--- src/rtl/q8bq_pkg.sv ---
package q8bq_pkg;

  localparam int unsigned BLOCK_SIZE_DEF = 256;
  localparam int unsigned SUB_BLOCK_SIZE = 16;
  localparam int unsigned SUB_IDX_W      = 4;
  localparam int unsigned QUANT_W        = 8;
  localparam int unsigned LANES_W        = SUB_BLOCK_SIZE * QUANT_W;
  localparam int unsigned SUM_W          = 13;
  localparam int unsigned DIV_STEPS      = 27;

  localparam logic [30:0] INF_MAG = 31'h7f80_0000;
  localparam logic [7:0]  EXP_MAX = 8'hff;

  // Sequencer of the top level
  typedef enum logic [3:0] {
    ST_IDLE,
    ST_PREP,
    ST_DIV1,
    ST_DIV2,
    ST_RD,
    ST_NRM,
    ST_MUL,
    ST_RND,
    ST_QNT,
    ST_EMIT
  } q8bq_state_t;

  // Reciprocal unit sequencer
  typedef enum logic [1:0] {
    RS_IDLE,
    RS_RUN,
    RS_FIN
  } rcp_state_t;

  // Kind of the block reciprocal
  typedef enum logic [1:0] {
    RK_ZERO,
    RK_FIN,
    RK_INF
  } rk_t;

  // Kind of one product
  typedef enum logic [1:0] {
    XC_ZERO,
    XC_FIN,
    XC_SAT
  } xc_t;

  // Stage enables of the quantize datapath
  typedef struct packed {
    logic nrm_en;
    logic mul_en;
    logic rnd_en;
  } qctl_t;

endpackage

--- src/rtl/q8bq_quant.sv ---
module q8bq_quant (
  input  logic                clk,
  input  q8bq_pkg::qctl_t     ctl,
  input  q8bq_pkg::rk_t       rk,
  input  logic [31:0]         recip,
  input  logic [31:0]         x,
  output logic signed [7:0]   q
);
  import q8bq_pkg::*;

  function automatic logic [4:0] msb_pos(input logic [22:0] v);
    logic [4:0] p;
    p = '0;
    for (int i = 0; i < 23; i++) begin
      if (v[i]) p = 5'(i);
    end
    return p;
  endfunction

  logic        sx;
  logic [7:0]  ex;
  logic [22:0] fx;
  xc_t         xc_n;
  logic [4:0]  lz;
  logic [23:0] mx_n;
  logic signed [9:0] exn_n;

  logic        sg1_r, sg2_r, sg3_r;
  xc_t         xc1_r, xc2_r, xc3_r;
  logic [23:0] mx_r;
  logic signed [9:0]  exn_r;
  logic [47:0] p_r;
  logic signed [10:0] ep0_r, ep_r;
  logic [23:0] m_r;

  logic [23:0] rm;
  logic        rg, rs, rinc;
  logic signed [10:0] rep;
  logic [24:0] rsum;

  logic [4:0]  ish;
  logic [47:0] iw;
  logic        ih, ist, iinc;
  logic [8:0]  r9;
  logic signed [7:0] qsat;

  // Classify and normalize the sample
  always_comb begin
    sx = x[31];
    ex = x[30:23];
    fx = x[22:0];
    lz = 5'd23 - msb_pos(fx);
    if (rk == RK_ZERO) xc_n = XC_ZERO;
    else if (ex == EXP_MAX && fx != 23'd0) xc_n = XC_ZERO;
    else if (ex == 8'd0 && fx == 23'd0) xc_n = XC_ZERO;
    else if (rk == RK_INF || ex == EXP_MAX) xc_n = XC_SAT;
    else xc_n = XC_FIN;
    if (ex == 8'd0) begin
      mx_n  = {1'b0, fx} << lz;
      exn_n = -10'sd126 - $signed({5'd0, lz});
    end else begin
      mx_n  = {1'b1, fx};
      exn_n = $signed({2'b00, ex}) - 10'sd127;
    end
  end

  // Round the product to single precision
  always_comb begin
    if (p_r[47]) begin
      rm  = p_r[47:24];
      rg  = p_r[23];
      rs  = |p_r[22:0];
      rep = ep0_r + 11'sd1;
    end else begin
      rm  = p_r[46:23];
      rg  = p_r[22];
      rs  = |p_r[21:0];
      rep = ep0_r;
    end
    rinc = rg & (rs | rm[0]);
    rsum = {1'b0, rm} + {24'd0, rinc};
  end

  // Round to integer, half to even, and saturate
  always_comb begin
    ish  = 5'(11'sd23 - ep_r);
    iw   = {m_r, 24'd0} >> ish;
    ih   = iw[23];
    ist  = |iw[22:0];
    iinc = ih & (ist | iw[24]);
    r9   = {1'b0, iw[31:24]} + {8'd0, iinc};
    qsat = sg3_r ? 8'sh80 : 8'sd127;
    if (xc3_r == XC_ZERO) q = 8'sd0;
    else if (xc3_r == XC_SAT || ep_r >= 11'sd7) q = qsat;
    else if (ep_r < -11'sd1) q = 8'sd0;
    else if (!sg3_r) q = (r9 > 9'd127) ? 8'sd127 : $signed(r9[7:0]);
    else q = (r9 >= 9'd128) ? 8'sh80 : $signed(8'd0 - r9[7:0]);
  end

  // Stage registers
  always_ff @(posedge clk) begin
    if (ctl.nrm_en) begin
      sg1_r <= sx ^ recip[31];
      xc1_r <= xc_n;
      mx_r  <= mx_n;
      exn_r <= exn_n;
    end
    if (ctl.mul_en) begin
      sg2_r <= sg1_r;
      xc2_r <= xc1_r;
      p_r   <= {1'b1, recip[22:0]} * mx_r;
      ep0_r <= $signed({exn_r[9], exn_r}) + $signed({3'b000, recip[30:23]}) - 11'sd127;
    end
    if (ctl.rnd_en) begin
      sg3_r <= sg2_r;
      xc3_r <= xc2_r;
      m_r   <= rsum[24] ? 24'h80_0000 : rsum[23:0];
      ep_r  <= rep + (rsum[24] ? 11'sd1 : 11'sd0);
    end
  end

endmodule

--- config.mk ---
export PLATFORM = sky130hd
export DESIGN_NAME = q8bq_quant
export DESIGN_NICKNAME = d
export VERILOG_FILES = /design/src/rtl/q8bq_pkg.sv /design/src/rtl/q8bq_quant.sv
export SDC_FILE = /design/constraint.sdc
export NUM_CORES = 2
export LEC_CHECK = 0
export ABC_AREA = 1
export BUFFER_PORTS_ARGS = -buffer_cell sky130_fd_sc_hd__buf_2
export CORE_AREA = 2 2 256 258
export DETAILED_ROUTE_END_ITERATION = 8
export DIE_AREA = 0 0 258 260
export MAX_ROUTING_LAYER = met4
export PLACE_DENSITY = 0.7
export SKIP_LAST_GASP = 1
export SYNTH_ARGS = -nofsm -noshare
export SYNTH_HDL_FRONTEND = slang
export SYNTH_SLANG_ARGS = --single-unit
--- constraint.sdc ---
create_clock -name clk -period 8.5 [get_ports clk]
set_input_delay 0 -clock clk [delete_from_list [all_inputs] [get_ports clk]]
set_output_delay 0 -clock clk [all_outputs]
set_load 0.05 [all_outputs]
# ---- Word level (Yosys, flattened, before mapping)
# Index checks and enable logic that the tools add are counted.
dict set report totals {
  memories 0
  elab_cells 89
  input_bits 70
  rom_bits 0
  reg_bits 137
  output_inout_bits 8
  latchBits 0
  ram_bits 0
}
dict set report classes {
  div_mod_pow 0
  n_lt_le_gt_ge 4
  muxes 37
  addsub 11
  eq_ne 3
  shift 2
  n_reduce_logical 13
  multipliers 1
  bitwise_logic 5
}
# operator n
set op_table {}
lappend op_table {{2-to-1 mux 5 bit} 21}
lappend op_table {{2-to-1 mux 8 bit} 7}
lappend op_table {{multiplier 24 x 24 -> 48 bit} 1}
lappend op_table {{>> shifter 48 x 5 -> 32 bit} 1}
lappend op_table {{OR reduction 23 bit} 2}
lappend op_table {{adder 24 x 1 -> 25 bit} 1}
lappend op_table {{2-to-1 mux 24 bit} 1}
lappend op_table {{<< shifter 23 x 5 -> 24 bit} 1}
lappend op_table {{logical NOT 23 bit} 1}
lappend op_table {{2-to-1 mux 23 bit} 1}
lappend op_table {{nonzero test 23 bit} 1}
lappend op_table {{OR reduction 22 bit} 1}
lappend op_table {{adder 10 x 9 -> 11 bit} 1}
lappend op_table {{adder 11 x 2 -> 11 bit} 1}
lappend op_table {{adder 11 x 2 -> 11 bit, second input constant} 1}
lappend op_table {{>= comparator 11 x 4 -> 1 bit, second input constant} 1}
lappend op_table {{less-than comparator 11 x 1 -> 1 bit, second input constant} 1}
lappend op_table {{2-to-1 mux 11 bit} 1}
lappend op_table {{subtractor 11 x 8 -> 11 bit, second input constant} 1}
lappend op_table {{2-to-1 mux 10 bit} 1}
lappend op_table {{subtractor 5 bit, first input constant} 2}
lappend op_table {{adder 8 x 1 -> 9 bit} 1}
lappend op_table {{>= comparator 9 x 8 -> 1 bit, second input constant} 1}
lappend op_table {{> comparator 9 x 7 -> 1 bit, second input constant} 1}
lappend op_table {{other kinds (15)} 24}

# ---- Longest topological paths before layout
dict set report depth {
  depth_word 25
  mapped_depth 34
  mapped_depth_nobuf 33
}

# ---- Worst setup path before layout
# No wires, ideal clock.
dict set report synth_path {
  path_type {reg-to-reg}
  start {register mx_r[3]}
  end {register p_r[46], data pin}
  setup_ns 0.258
  synth_period_minus_slack_ns 6.687
  required_ns 8.242
  path_stages_with_launch 33
  slack_ns 1.813
  n_path_buf 1
  t_arrival_ns 6.429
  cell_sequence {edfxtp_1 > clkbuf_1 > nand2_1 > fa_1 > inv_1 > fa_1 > inv_1 > fa_1 > inv_1 > fa_1 > inv_1 > fa_1 > inv_1 > fa_1 > inv_1 > fa_1 > inv_1 > ha_1 > nand2_1 > o21ai_0 > a21oi_1 > o221ai_1 > a21oi_1 > inv_1 > nand2_1 > nand2_1 > a21boi_0 > o21bai_1 > nand2_1 > o211ai_1 > nand2_1 > nand3_1 > xor2_1}
}
dict set report synth_between {
  elab_chain_cells 1
}
# item line_no
set synth_lines {}
lappend synth_lines {{start, declared} q8bq_quant.sv:30} ;# logic [23:0] mx_r;
lappend synth_lines {{start signal, assigned} q8bq_quant.sv:105} ;# mx_r <= mx_n;
lappend synth_lines {{multiplier 24 x 24 -> 48 bit} q8bq_quant.sv:111} ;# p_r <= {1'b1, recip[22:0]} * mx_r;
lappend synth_lines {{end signal, assigned} q8bq_quant.sv:111}
lappend synth_lines {{end, declared} q8bq_quant.sv:32} ;# logic [47:0] p_r;
# Every way passes these cells.
# A chain may end at the register's enable or synchronous reset.

# ---- Final worst setup path
dict set report layout_path {
  start {register mx_r[6]}
  end {register p_r[46], data pin}
}
# Same word-level chain as after synthesis.

==> flow_summary.toml <==
[worst_setup_path]
critical_path_arrival_ns = 8.07
worstSetupEndpointType = "register"
regToRegStartpoint = "mx_r[6]"
r2r_end = "p_r[46]"
critPathKind = "reg2reg"
worst-endpoint-required_ns = 8.68
reg2regPathDepth = 29
path_max_fanout = 23
critPathMaxStageDelay_ns = 1.18
cp-start-kind = "register"
crit_start = "mx_r[6]"
r2r_slack_ns = 0.61
slowest_stage = "edfxtp_1"

[clocking]
post_cts.repair.setup_buffers = 0
clockBufferDepth = 2
cts.clk_slew.worst_paths_ns = 0.06
ctsHoldBuffers = 16
cts_tree = "done"
cts_resized = 0
cts_root_buf = "clkbuf_16"
clock_sinks = 136
htree_levels = 4
insertion_delay_ns = 0.44
cts_buffers = 17

[route]
drc_errors = 0
drt_wl_total_mm = 71.4
vias_per_cell = 5.03
ant_nets = 0
drtIter0Drc = 1642
firstDrtPassIters = 5
wire_per_inst_um = 15.7
vias = 22847

[synth]
async_reset_ff_frac = 0
synth.avg_cell_area_um2 = 7.82
syn_inst = 3673
syn-cell-area_um2 = 28700
synth_edf_count = 136
synth-seq-cells = 136
ys_warn_count = 0
synth_area_leaders = "fa_1, edfxtp_1, inv_1, nand2_1, ha_1"
synth.top_cell.area_share = 0.337
synthesis.nets = 4430
ys_seq_area_frac = 0.142
yosysTopAreaCell = "fa_1"
ys_types = 64
synth_ff_type = "edfxtp_1"

[grt]
grt.total_usage = 0.229
antenna_found_initial = 0
grt_pass1_wl_mm = 118
grt_remaining_overflow = 0
grt_pass1_vias = 23285
grt_max_degree = 63

[floorplanning]
die_w_um = 258
ioPinCount = 78
start_util = 0.448
rows = 93
die_h_um = 260
core_um2 = 64100
fp.dieArea_um2 = 67100

[timing]
tns_ns = 0
setup_slack_ns = 0.608
setup_viol = 0
fin_hold_ws_ns = 0.0249
slew_headroom = 0.167
rsz0062_at_grt = "no"
hold_viol_final = 0
fin_crit_ns = 7.89
fmax_mhz = 127
clock_skew_ns = 0.0122
fin_crit_sh = 0.929
drv_slew = 0
worst_pin_slew_ns = 1.25

[final_layout]
regArea_um2 = 4080
n_antenna_cell = 0
final_net_count = 4434
drive_above_1_share = 0.0520
fillCellCount = 6036
final_util = 0.477
syn_to_final_growth_pct = 6.38
multiInputGateArea_um2 = 20300

[placement]
gp_congestion = 0.945
dp_hpwl_mm = 56.7
dp_slack_ns = 0.673
numPortBuffers = 77

[worst_hold_path]
min_path_cells = 3
hp-class = "in2reg"
min_from = "recip[24]"
hold_end = "ep0_r[1]"

[job]
cap_violations = 0

[run_status]
outcome = "completed"
-- kinds of logic after synthesis --
group / synth area share
and+or+nand+nor: 0.184
adders and majority gates: 0.425
DFF: 0.142
xor gates and xnor gates: 0.0296
AOI/OAI and AO/OA: 0.0594
muxes: 0.00592
buffers and inverters: 0.153
-- critical path: cells and delay by family (launching register included) --
family | cells | cell delay [ns]
xor gates and xnor gates | 1 | 0.15
AOI/OAI and AO/OA | 7 | 1.41
buffers and inverters | 7 | 0.39
adders and majority gates | 8 | 3.88
and+or+nand+nor | 6 | 0.60
DFF | 1 | 1.18
-- registers in the layout (all words and copies together), names as in the netlist --
register,cells
ep0_r,11
ep_r,11
xc3_r,2
m_r,24
mx_r,24
xc2_r,2
sg2_r,1
p_r,48
sg3_r,1
sg1_r,1
exn_r,9
xc1_r,2
-- synthesized netlist by cell type, types with 6 or more instances --
cell / count
fa_1: 483
nor2_1: 120
inv_1: 1007
o21a_1: 11
buf_2: 14
or2_2: 9
nand2_1: 926
o21ai_2: 10
xor2_1: 53
o21ai_1: 36
clkbuf_1: 115
nor4_1: 15
o21ai_0: 66
edfxtp_1: 136
xnor2_1: 39
a31oi_1: 19
nand3_1: 148
o22ai_1: 11
mux2i_1: 17
ha_1: 204
inv_2: 8
a21oi_1: 106
nand4_1: 17
nand3b_1: 6
nor3_1: 24
-- metal layers --
metal | vias to the layer above | wire (µm) | GRT usage
li1 | 10897 | - | -
met1 | 11049 | 29800 | 0.288
met2 | 766 | 34400 | 0.381
met3 | 135 | 5000 | 0.0322
met4 | 0 | 2250 | 0.0731
met5 | - | 0 | -
-- metrics by stage --
step	instances	cell area [µm²]
global placement	4497	29800
global route	4545	30600
floorplan	3673	28700
CTS	4545	30600
detailed placement	4497	29800
finish	4545	30600
-- final cells by class --
cell class / instances / area share
clock inverters: 13 / 0.00405
well taps: 855 / 0.0350
clock buffers: 19 / 0.0142
flip-flops and latches: 136 / 0.134
repair buffers: 124 / 0.0255
inverters: 1017 / 0.125
multi-input cells: 2381 / 0.663
-- cells in the final DEF (no fill, tap or decap), types with 3 or more instances in the layout --
cell / n
buf_2: 77
nand3b_1: 6
clkbuf_16: 17
or2_2: 9
o31ai_1: 4
clkinvlp_4: 3
clkinv_4: 5
o21ai_2: 10
o21ai_1: 36
nand4_1: 17
o21bai_1: 3
a31oi_1: 18
nand2_2: 5
fa_1: 483
dlygate4sd3_1: 16
mux2i_1: 17
inv_2: 8
a21oi_1: 106
inv_1: 1007
nor3_2: 5
o211ai_1: 4
o21ai_0: 66
o221ai_1: 3
ha_1: 204
nor4_1: 14
nor3_1: 24
o21a_1: 11
nor2_1: 120
nor3b_1: 3
xor2_1: 53
edfxtp_1: 136
nand3_1: 148
buf_4: 31
nand2_1: 926
xnor2_1: 39
o22ai_1: 11
a21boi_0: 3
-- worst max path at each step --
stage                   end  cells past startpoint  slack (ns)
floorplan           p_r[46]                     32        1.81
global placement    p_r[46]                     29        0.90
detailed placement  p_r[46]                     29        0.67
CTS                 p_r[46]                     29        0.68
global route        p_r[46]                     29        0.18
finish              p_r[46]                     29        0.61
Power is not shown: default switching activity piles up to over one toggle a cycle in this logic, so the estimate is an artifact.
