### src/rtl/q8bq_pkg.sv
package q8bq_pkg;

  localparam int unsigned BLOCK_SIZE_DEF = 256;
  localparam int unsigned SUB_BLOCK_SIZE = 16;
  localparam int unsigned SUB_IDX_W      = 4;
  localparam int unsigned QUANT_W        = 8;
  localparam int unsigned LANES_W        = SUB_BLOCK_SIZE * QUANT_W;
  localparam int unsigned SUM_W          = 13;
  localparam int unsigned DIV_STEPS      = 27;

  localparam logic [30:0] INF_MAG = 31'h7f80_0000;
  localparam logic [7:0]  EXP_MAX = 8'hff;

  // Sequencer of the top level
  typedef enum logic [3:0] {
    ST_IDLE,
    ST_PREP,
    ST_DIV1,
    ST_DIV2,
    ST_RD,
    ST_NRM,
    ST_MUL,
    ST_RND,
    ST_QNT,
    ST_EMIT
  } q8bq_state_t;

  // Reciprocal unit sequencer
  typedef enum logic [1:0] {
    RS_IDLE,
    RS_RUN,
    RS_FIN
  } rcp_state_t;

  // Kind of the block reciprocal
  typedef enum logic [1:0] {
    RK_ZERO,
    RK_FIN,
    RK_INF
  } rk_t;

  // Kind of one product
  typedef enum logic [1:0] {
    XC_ZERO,
    XC_FIN,
    XC_SAT
  } xc_t;

  // Stage enables of the quantize datapath
  typedef struct packed {
    logic nrm_en;
    logic mul_en;
    logic rnd_en;
  } qctl_t;

endpackage

### src/rtl/q8bq_recip.sv
module q8bq_recip (
  input  logic              clk,
  input  logic              rst_n,
  input  logic              go,
  input  logic [23:0]       dsr,
  input  logic signed [9:0] kexp,
  input  logic              sgn,
  output logic              done,
  output logic [31:0]       res
);
  import q8bq_pkg::*;

  rcp_state_t state_r, state_nxt;
  logic [24:0] rem_r, rem_nxt;
  logic [24:0] diff;
  logic [23:0] dsr_r;
  logic [26:0] quo_r;
  logic [4:0]  cnt_r;
  logic signed [9:0] kexp_r;
  logic        sgn_r;
  logic [31:0] res_r, res_nxt;
  logic        done_r;
  logic        qbit;
  logic        load_en, step_en, fin_en;

  logic [23:0] mant;
  logic        g, st, inc_n;
  logic signed [10:0] kx, bexp, bexp2, sh;
  logic [24:0] sum25;
  logic [4:0]  shc;
  logic [49:0] wide;
  logic [23:0] dfrac, dres;
  logic        dg, dst, inc_d;

  // One restoring step: compare, subtract, shift
  assign diff    = rem_r - {1'b0, dsr_r};
  assign qbit    = (rem_r >= {1'b0, dsr_r});
  assign rem_nxt = qbit ? {diff[23:0], 1'b0} : {rem_r[23:0], 1'b0};

  // Next state
  always_comb begin
    state_nxt = state_r;
    case (state_r)
      RS_IDLE: if (go) state_nxt = RS_RUN;
      RS_RUN:  if (cnt_r == 5'd1) state_nxt = RS_FIN;
      RS_FIN:  state_nxt = RS_IDLE;
      default: state_nxt = RS_IDLE;
    endcase
  end

  // Outputs of the sequencer
  always_comb begin
    load_en = 1'b0;
    step_en = 1'b0;
    fin_en  = 1'b0;
    case (state_r)
      RS_IDLE: load_en = go;
      RS_RUN:  step_en = 1'b1;
      RS_FIN:  fin_en  = 1'b1;
      default: ;
    endcase
  end

  // Normalize the quotient, then round to single with subnormal and overflow handling
  always_comb begin
    kx = $signed({kexp_r[9], kexp_r});
    if (quo_r[26]) begin
      mant = quo_r[26:3];
      g    = quo_r[2];
      st   = (|quo_r[1:0]) | (|rem_r);
      bexp = kx + 11'sd127;
    end else begin
      mant = quo_r[25:2];
      g    = quo_r[1];
      st   = quo_r[0] | (|rem_r);
      bexp = kx + 11'sd126;
    end
    inc_n = g & (st | mant[0]);
    sum25 = {1'b0, mant} + {24'd0, inc_n};
    bexp2 = bexp + (sum25[24] ? 11'sd1 : 11'sd0);

    sh    = 11'sd1 - bexp;
    shc   = (sh > 11'sd26) ? 5'd26 : sh[4:0];
    wide  = {mant, g, 25'd0} >> shc;
    dfrac = wide[49:26];
    dg    = wide[25];
    dst   = st | (|wide[24:0]);
    inc_d = dg & (dst | dfrac[0]);
    dres  = dfrac + {23'd0, inc_d};

    if (bexp >= 11'sd1) begin
      if (bexp2 >= 11'sd255) res_nxt = {sgn_r, EXP_MAX, 23'd0};
      else res_nxt = {sgn_r, bexp2[7:0], sum25[24] ? 23'd0 : sum25[22:0]};
    end else begin
      res_nxt = {sgn_r, 7'd0, dres};
    end
  end

  // Control registers
  always_ff @(posedge clk) begin
    if (!rst_n) begin
      state_r <= RS_IDLE;
      cnt_r   <= '0;
      done_r  <= 1'b0;
    end else begin
      state_r <= state_nxt;
      done_r  <= fin_en;
      if (load_en) cnt_r <= 5'(DIV_STEPS);
      else if (step_en) cnt_r <= cnt_r - 5'd1;
    end
  end

  // Datapath registers
  always_ff @(posedge clk) begin
    if (load_en) begin
      rem_r  <= 25'h080_0000;
      dsr_r  <= dsr;
      quo_r  <= '0;
      kexp_r <= kexp;
      sgn_r  <= sgn;
    end else if (step_en) begin
      rem_r <= rem_nxt;
      quo_r <= {quo_r[25:0], qbit};
    end
    if (fin_en) res_r <= res_nxt;
  end

  assign done = done_r;
  assign res  = res_r;

endmodule

### config.mk
export PLATFORM = sky130hd
export DESIGN_NAME = q8bq_recip
export DESIGN_NICKNAME = d
export VERILOG_FILES = /design/src/rtl/q8bq_pkg.sv /design/src/rtl/q8bq_recip.sv
export SDC_FILE = /design/constraint.sdc
export NUM_CORES = 1
export LEC_CHECK = 0
export BUFFER_PORTS_ARGS = -buffer_cell sky130_fd_sc_hd__buf_2
export CAP_MARGIN = 20
export CELL_PAD_IN_SITES_DETAIL_PLACEMENT = 2
export CELL_PAD_IN_SITES_GLOBAL_PLACEMENT = 2
export CORE_MARGIN = 5
export CORE_UTILIZATION = 38
export DETAILED_ROUTE_END_ITERATION = 8
export PLACE_DENSITY_LB_ADDON = 0.1
export SLEW_MARGIN = 5
export SYNTH_ARGS = -nofsm -noshare
export SYNTH_HDL_FRONTEND = slang
export SYNTH_SLANG_ARGS = --single-unit
### constraint.sdc
create_clock -name clk -period 8.05 [get_ports clk]
set_input_delay 1.2075 -clock clk [delete_from_list [all_inputs] [get_ports clk]]
set_output_delay 1.2075 -clock clk [all_outputs]
set_load 0.05 [all_outputs]
### Yosys cells after proc, flatten, opt, wreduce, memory -nomap -nowiden

Index checks and enable logic that the tools add are counted.

* bits in registers: 127
* bits of input ports: 38
* word-level logic and storage cells: 62

* $add $sub $neg: 8
* magnitude comparators: 4
* eq/ne operators: 5
* shift operators: 1
* mux-type cells: 18
* bitwise operators: 8
* reductions and logical operators: 7

Operators by type and width (count)
* 25-bit OR reduction: 2
* 50-bit by 5-bit right shift with 50-bit output: 1
* 24-bit 2-to-1 mux: 2
* 31-bit 2-to-1 mux: 1
* 24-bit by 1-bit adder with 25-bit output: 1
* 25-bit by 24-bit >= comparator with 1-bit output: 1
* 25-bit 2-to-1 mux: 1
* 24-bit by 1-bit adder with 24-bit output: 1
* 24-bit subtractor: 1
* 23-bit 2-to-1 mux: 1
* 10-bit by 8-bit adder with 11-bit output, second input constant: 2
* 5-bit 2-to-1 mux: 3
* 11-bit by 2-bit adder with 11-bit output: 1
* 11-bit by 2-bit >= comparator with 1-bit output, second input constant: 1
* 11-bit by 9-bit >= comparator with 1-bit output, second input constant: 1
* 11-bit by 6-bit greater-than comparator with 1-bit output, second input constant: 1
* 11-bit 2-to-1 mux: 1
* 2-bit by 11-bit subtractor with 11-bit output, first input constant: 1
* 1-bit 2-to-1 mux: 6
* 5-bit by 1-bit == test with 1-bit output, second input constant: 1
* 1-bit OR: 5
* 5-bit by 1-bit subtractor with 5-bit output, second input constant: 1
* 2-bit 2-to-1 mux: 2
* 2-bit inequality test, second input constant: 2
* 9 further kinds: 11

### Longest topological paths before layout

* depth after elaboration: 12
* gate-level depth with buffers: 27

### Least setup slack after synthesis

Ideal clock, no wire load.

* path kind: flip-flop to flip-flop
* start: register quo_r[26]
* end: register res_r[16] (netlist: res[16]), data pin
* library setup time: 0.265 ns
* data arrival time: 6.056 ns
* required time: 7.785 ns
* path slack: 1.729 ns
* cell stages (with the launch flop): 23
* path buffers: 5
* clock period less this slack: 6.321 ns
* path through: dfxtp_1 -> buf_2 -> buf_1 -> clkbuf_1 -> clkbuf_1 -> mux2i_1 -> inv_1 -> ha_1 -> nor2b_1 -> nand4_1 -> xnor2_1 -> o211a_2 -> or4_1 -> buf_2 -> nand3_1 -> a21oi_1 -> or4_4 -> or4_4 -> a221oi_2 -> nand4_2 -> or3_4 -> and3_1 -> or3_1

* longest elaborated chain between the ends: 11
* elaborated cells between the ends (all ways): 23
* those cells by class: add/sub: 4; order compare: 3; shift: 1; mux: 9; bitwise: 5; reduce/logical: 1

Ends and longest elaborated chain
* from (decl): RTL line q8bq_recip.sv:17 `logic [26:0] quo_r;`
* from (signal assigned): RTL line q8bq_recip.sv:123 `quo_r <= {quo_r[25:0], qbit};`
* 11-bit 2-to-1 mux: RTL line q8bq_recip.sv:67 `if (quo_r[26]) begin`
* 2-bit by 11-bit subtractor with 11-bit output: RTL line q8bq_recip.sv:82 `sh = 11'sd1 - bexp;`
* 11-bit by 6-bit greater-than comparator with 1-bit output: RTL line q8bq_recip.sv:83 `shc = (sh > 11'sd26) ? 5'd26 : sh[4:0];`
* 5-bit 2-to-1 mux: RTL line q8bq_recip.sv:83
* 50-bit by 5-bit right shift with 50-bit output: RTL line q8bq_recip.sv:84 `wide = {mant, g, 25'd0} >> shc;`
* 25-bit OR reduction: RTL line q8bq_recip.sv:87 `dst = st | (|wide[24:0]);`
* 1-bit OR: RTL line q8bq_recip.sv:87
* 1-bit OR: RTL line q8bq_recip.sv:88 `inc_d = dg & (dst | dfrac[0]);`
* 1-bit AND: RTL line q8bq_recip.sv:88
* 24-bit by 1-bit adder with 24-bit output: RTL line q8bq_recip.sv:89 `dres = dfrac + {23'd0, inc_d};`
* 24-bit 2-to-1 mux (*): RTL line q8bq_recip.sv:91 `if (bexp >= 11'sd1) begin`
* named net res_nxt[16]: RTL line q8bq_recip.sv:21 `logic [31:0] res_r, res_nxt;`
* to (signal assigned): RTL line q8bq_recip.sv:125 `if (fin_en) res_r <= res_nxt;`
* to (decl): RTL line q8bq_recip.sv:21

Mark *: on every way through the listed nets, which the timed path passes. The rest lies on a longest branch.
A chain may end at the register's enable or synchronous reset.

### Final worst setup path

* start: register kexp_r[0]
* end: register res_r[16] (netlist: res[16]), data pin

* longest elaborated chain between the ends: 12
* elaborated cells between the ends (all ways): 17
* those cells by class: add/sub: 5; order compare: 3; shift: 1; mux: 4; bitwise: 3; reduce/logical: 1

Ends and longest elaborated chain
* from (decl): RTL line q8bq_recip.sv:19 `logic signed [9:0] kexp_r;`
* from (signal assigned): RTL line q8bq_recip.sv:119 `kexp_r <= kexp;`
* 10-bit by 8-bit adder with 11-bit output, on equally long branches: RTL line q8bq_recip.sv:76, q8bq_recip.sv:71
* 11-bit 2-to-1 mux (*): RTL line q8bq_recip.sv:67
* 2-bit by 11-bit subtractor with 11-bit output: RTL line q8bq_recip.sv:82
* 11-bit by 6-bit greater-than comparator with 1-bit output: RTL line q8bq_recip.sv:83
* 5-bit 2-to-1 mux: RTL line q8bq_recip.sv:83
* 50-bit by 5-bit right shift with 50-bit output: RTL line q8bq_recip.sv:84
* 25-bit OR reduction: RTL line q8bq_recip.sv:87
* 1-bit OR: RTL line q8bq_recip.sv:87
* 1-bit OR: RTL line q8bq_recip.sv:88
* 1-bit AND: RTL line q8bq_recip.sv:88
* 24-bit by 1-bit adder with 24-bit output: RTL line q8bq_recip.sv:89
* 24-bit 2-to-1 mux (*): RTL line q8bq_recip.sv:91
* named net res_nxt[16]: RTL line q8bq_recip.sv:21

Marks and branches as above.

==> results_tabular.tex <==
\begin{tabular}{lr}
\hline
Metric & Value \\
\hline
\multicolumn{2}{l}{\textbf{Outcome}} \\
Result of the run & finished clean \\
\multicolumn{2}{l}{\textbf{Cells and area}} \\
Fraction of final layout cells with drive strength greater than 1 & 13.3\% \\
Total area of multi-input combinational cells & 0.00649 sq mm \\
Design area & 0.0114 sq mm \\
Sequential Area & 0.00319 sq mm \\
Area growth from synthesis to layout & 12.2\% \\
Diodes inserted & 0 \\
Number of fillers in the final layout & 2973 \\
Final net count & 1364 \\
Final Util & between 40\% and 50\% \\
Non-Filler Instances & roughly 1600 \\
\multicolumn{2}{l}{\textbf{STA}} \\
Top achievable clock speed & $\sim$140 MHz \\
Slew margin rel. & approximately 28\% \\
Number of setup violations in the final report & 0 \\
Clock skew after layout & 0.0131 ns \\
Count of final max-slew check failures & 0 \\
Fin Setup TNS & 0 ns \\
Number of hold-slack violations in the final timing report & 0 \\
Fin crit period & about 7.4 ns \\
Worst slew pin tran & 1.06 ns \\
Final clock period utilization by the worst path & 91.3\% \\
Worst Hold Slack & between 0.4 and 0.5 ns \\
Setup repair after global routing missed its margin & no \\
Fin worst setup slack & 0.697 ns \\
\multicolumn{2}{l}{\textbf{Placement}} \\
Post-DP HPWL & 28800 um \\
Final Wtd Congestion & 0.939 \\
Total instance count after detailed placement & roughly 1600 \\
Port Buffer Count & 70 \\
Post-DP Area & 0.0108 sq mm \\
Placement-stage worst setup slack & $\sim$1.0 ns \\
\multicolumn{2}{l}{\textbf{Clock tree}} \\
Maximum level of the CTS H-tree & 4 \\
Num CTS Buffers & 17 \\
Root Driver & sky130\_fd\_sc\_hd\_\_clkbuf\_16 \\
TritonCTS clock tree & yes \\
CTS resizes & 0 \\
Clock sink count & 126 \\
Hold buffer count at CTS & 0 \\
Buffers inserted during post-CTS setup optimization & 0 \\
Maximum root-to-sink buffer count & 2 \\
Clock Latency Late Sink & about 0.44 ns \\
Clock edge transition at the registers on the reported setup and hold paths & about 0.070 ns \\
\multicolumn{2}{l}{\textbf{Floorplanning}} \\
Io pins & just over 70 \\
Die width & roughly 170 um \\
Total core area & approximately 0.026 sq mm \\
Die Area & 0.0301 sq mm \\
Die outline height & roughly 170 um \\
Cell Rows & a little under 60 \\
Starting utilization of the core area & 38.8\% \\
\multicolumn{2}{l}{\textbf{Detailed routing}} \\
Number of vias per cell after detailed routing & a little over 6 \\
Via total after detailed routing & 10200 \\
Total wirelength of the detailed-routed design & about 39000 um \\
Number of DRC markers after the initial detailed-route iteration & around 690 \\
Number of routed nets with antenna violations & 0 \\
Remaining design rule violation count & 0 \\
Wire length per cell after detailed routing & $\sim$24 um \\
Detailed-routing iteration count for the pre-antenna-repair pass & 5 \\
\multicolumn{2}{l}{\textbf{Yosys}} \\
EDFF count, synth & 67 \\
Count leader, synth & sky130\_fd\_sc\_hd\_\_nand2\_1 \\
Share of synthesized registers carrying an async set or reset & 0\% \\
Cell count after synthesis & 1248 \\
Post-synthesis register bit count & approximately 130 \\
Top cell type by total area after synthesis & sky130\_fd\_sc\_hd\_\_edfxtp\_1 \\
Area of the mapped netlist & 0.0102 sq mm \\
Area share of the largest cell type after synthesis & between 10\% and 20\% \\
Net count after synthesis & approximately 1300 \\
Sequential cell area fraction in the yosys report & a little under a third \\
Number of library cell types mapped by synthesis & approximately 90 \\
Dominant cells by area after synthesis & sky130\_fd\_sc\_hd\_\_edfxtp\_1 20\%, sky130\_fd\_sc\_hd\_\_dfxtp\_1 12\%, sky130\_fd\_sc\_hd\_\_nand2\_1 5.7\% \\
Dominant synthesized flop cell & sky130\_fd\_sc\_hd\_\_edfxtp\_1 \\
Number of warnings issued by yosys & 0 \\
Mean instance size in the synthesized netlist & $\sim$8.1 sq um \\
Most numerous cell types in the synthesized netlist & 153 x sky130\_fd\_sc\_hd\_\_nand2\_1, 94 x sky130\_fd\_sc\_hd\_\_o21ai\_0, 80 x sky130\_fd\_sc\_hd\_\_nor2\_1, 69 x sky130\_fd\_sc\_hd\_\_a21oi\_1, 67 x sky130\_fd\_sc\_hd\_\_edfxtp\_1 \\
\multicolumn{2}{l}{\textbf{Worst setup path}} \\
Startpoint class of the critical path & flop \\
CP Class & reg -> reg \\
CP cell instances & inv\_1, ha\_1, a21oi\_1, inv\_1, ha\_1, nor2b\_1, nand4\_1, xnor2\_1, o211a\_2, or4\_1, nand2\_2, o21ai\_1, a2111oi\_0, a2bb2oi\_1, a221oi\_2, nand4\_2, or3\_4, and3\_1, or3\_1 \\
Master of the slowest instance on the critical path & sky130\_fd\_sc\_hd\_\_a2111oi\_0 \\
Nature of the critical path endpoint & flop \\
Highest net fanout along the worst path & 23 \\
Endpoint required time on the critical path & between 8 and 9 ns \\
Slowest stage delay, CP & between 0.9 and 1 ns \\
Worst Path Arrival & between 7 and 8 ns \\
\multicolumn{2}{l}{\textbf{Power and ir drop}} \\
Final Total Pwr & approximately 2.6 mW \\
Power density of the placed cells & 230 mW/mm\^{}2 \\
Reported leakage power & 4.38 nW \\
Worst supply voltage drop on vdd & 97.5 uV \\
\multicolumn{2}{l}{\textbf{Hold path}} \\
HP Class & reg -> reg \\
\multicolumn{2}{l}{\textbf{Global routing}} \\
Number of antenna violations at the first check in global routing & 0 \\
First-pass GRT wire length & roughly 61000 um \\
Overflow after GRT & 0 \\
Via count of the first global-routing pass & approximately 11000 \\
Maximum number of pins on one net before global-route repair & 63 \\
Combined global-route utilization of all metal layers & between 20\% and 30\% \\
\multicolumn{2}{l}{\textbf{Job}} \\
Number of max-cap violations & 0 \\
\hline
\end{tabular}
==> flip-flops by register name, indices dropped and copies added, names as in the netlist <==
register	flops
res	32
quo_r	27
dsr_r	24
rem_r	24
kexp_r	10
cnt_r	5
state_r	2
done	1
sgn_r	1
==> where the power goes <==
part           switching (mW)  total [mW]  internal [mW]
Sequential             0.0839       0.839          0.755
Combinational           0.637        1.02          0.387
Clock                   0.353       0.758          0.405
==> worst max-delay path, delay by kind of cell, from the launching register on <==
kind            cells  cell delay, ns
compound gates      6            2.65
xor+xnor            1            0.12
fa+ha+maj           2            0.65
buf+inv             2            0.33
flops               1            0.53
simple gates        8            2.79
==> final timing paths <==
path         startpoint  endpoint  slack, ns  cells past startpoint
min reg2reg       sgn_r   res[31]       0.43                      0
min               sgn_r   res[31]       0.43                      0
max           kexp_r[0]   res[16]       0.70                     19
max reg2reg   kexp_r[0]   res[16]       0.70                     19
==> layout make-up <==
cell class / count / area share, %
Multi-Input combinational cell: 1000 / 57.0
Sequential cell: 126 / 28.0
Timing Repair Buffer: 94 / 4.80
Clock buffer: 17 / 3.73
Tap cell: 335 / 3.68
Inverter: 52 / 1.71
Clock inverter: 15 / 1.11
==> metal layers <==
layer  vias up  global-route usage (%)  routed length (um)
met2       259                    43.7               19000
li1       4733                       -                   -
met5         -                       0                   0
met1      5146                    32.4               17500
met4         0                    7.05                 759
met3        49                    3.53                1460
==> logic make-up after synthesis <==
logic type	count (synthesis)	share of synthesized area [%]
compound gates	370	24.3
xor+xnor	63	5.50
fa+ha+maj	35	4.38
buf+inv	122	4.87
flops	126	31.4
mux	67	6.75
simple gates	465	22.7
==> placed cells by master, fill, tap and decap left out, drive strengths merged, types with 18 or more instances in the layout <==
cell type,count
nand2,154
o21ai,98
buf,94
nor2,81
a21oi,70
edfxtp,67
inv,62
nand3,61
dfxtp,59
mux2i,55
xnor2,45
ha,34
nor3,33
nor4,21
a211oi,19
o211ai,19
nand4,18
xor2,18
No activity file was read; power rests on OpenSTA's default activity.
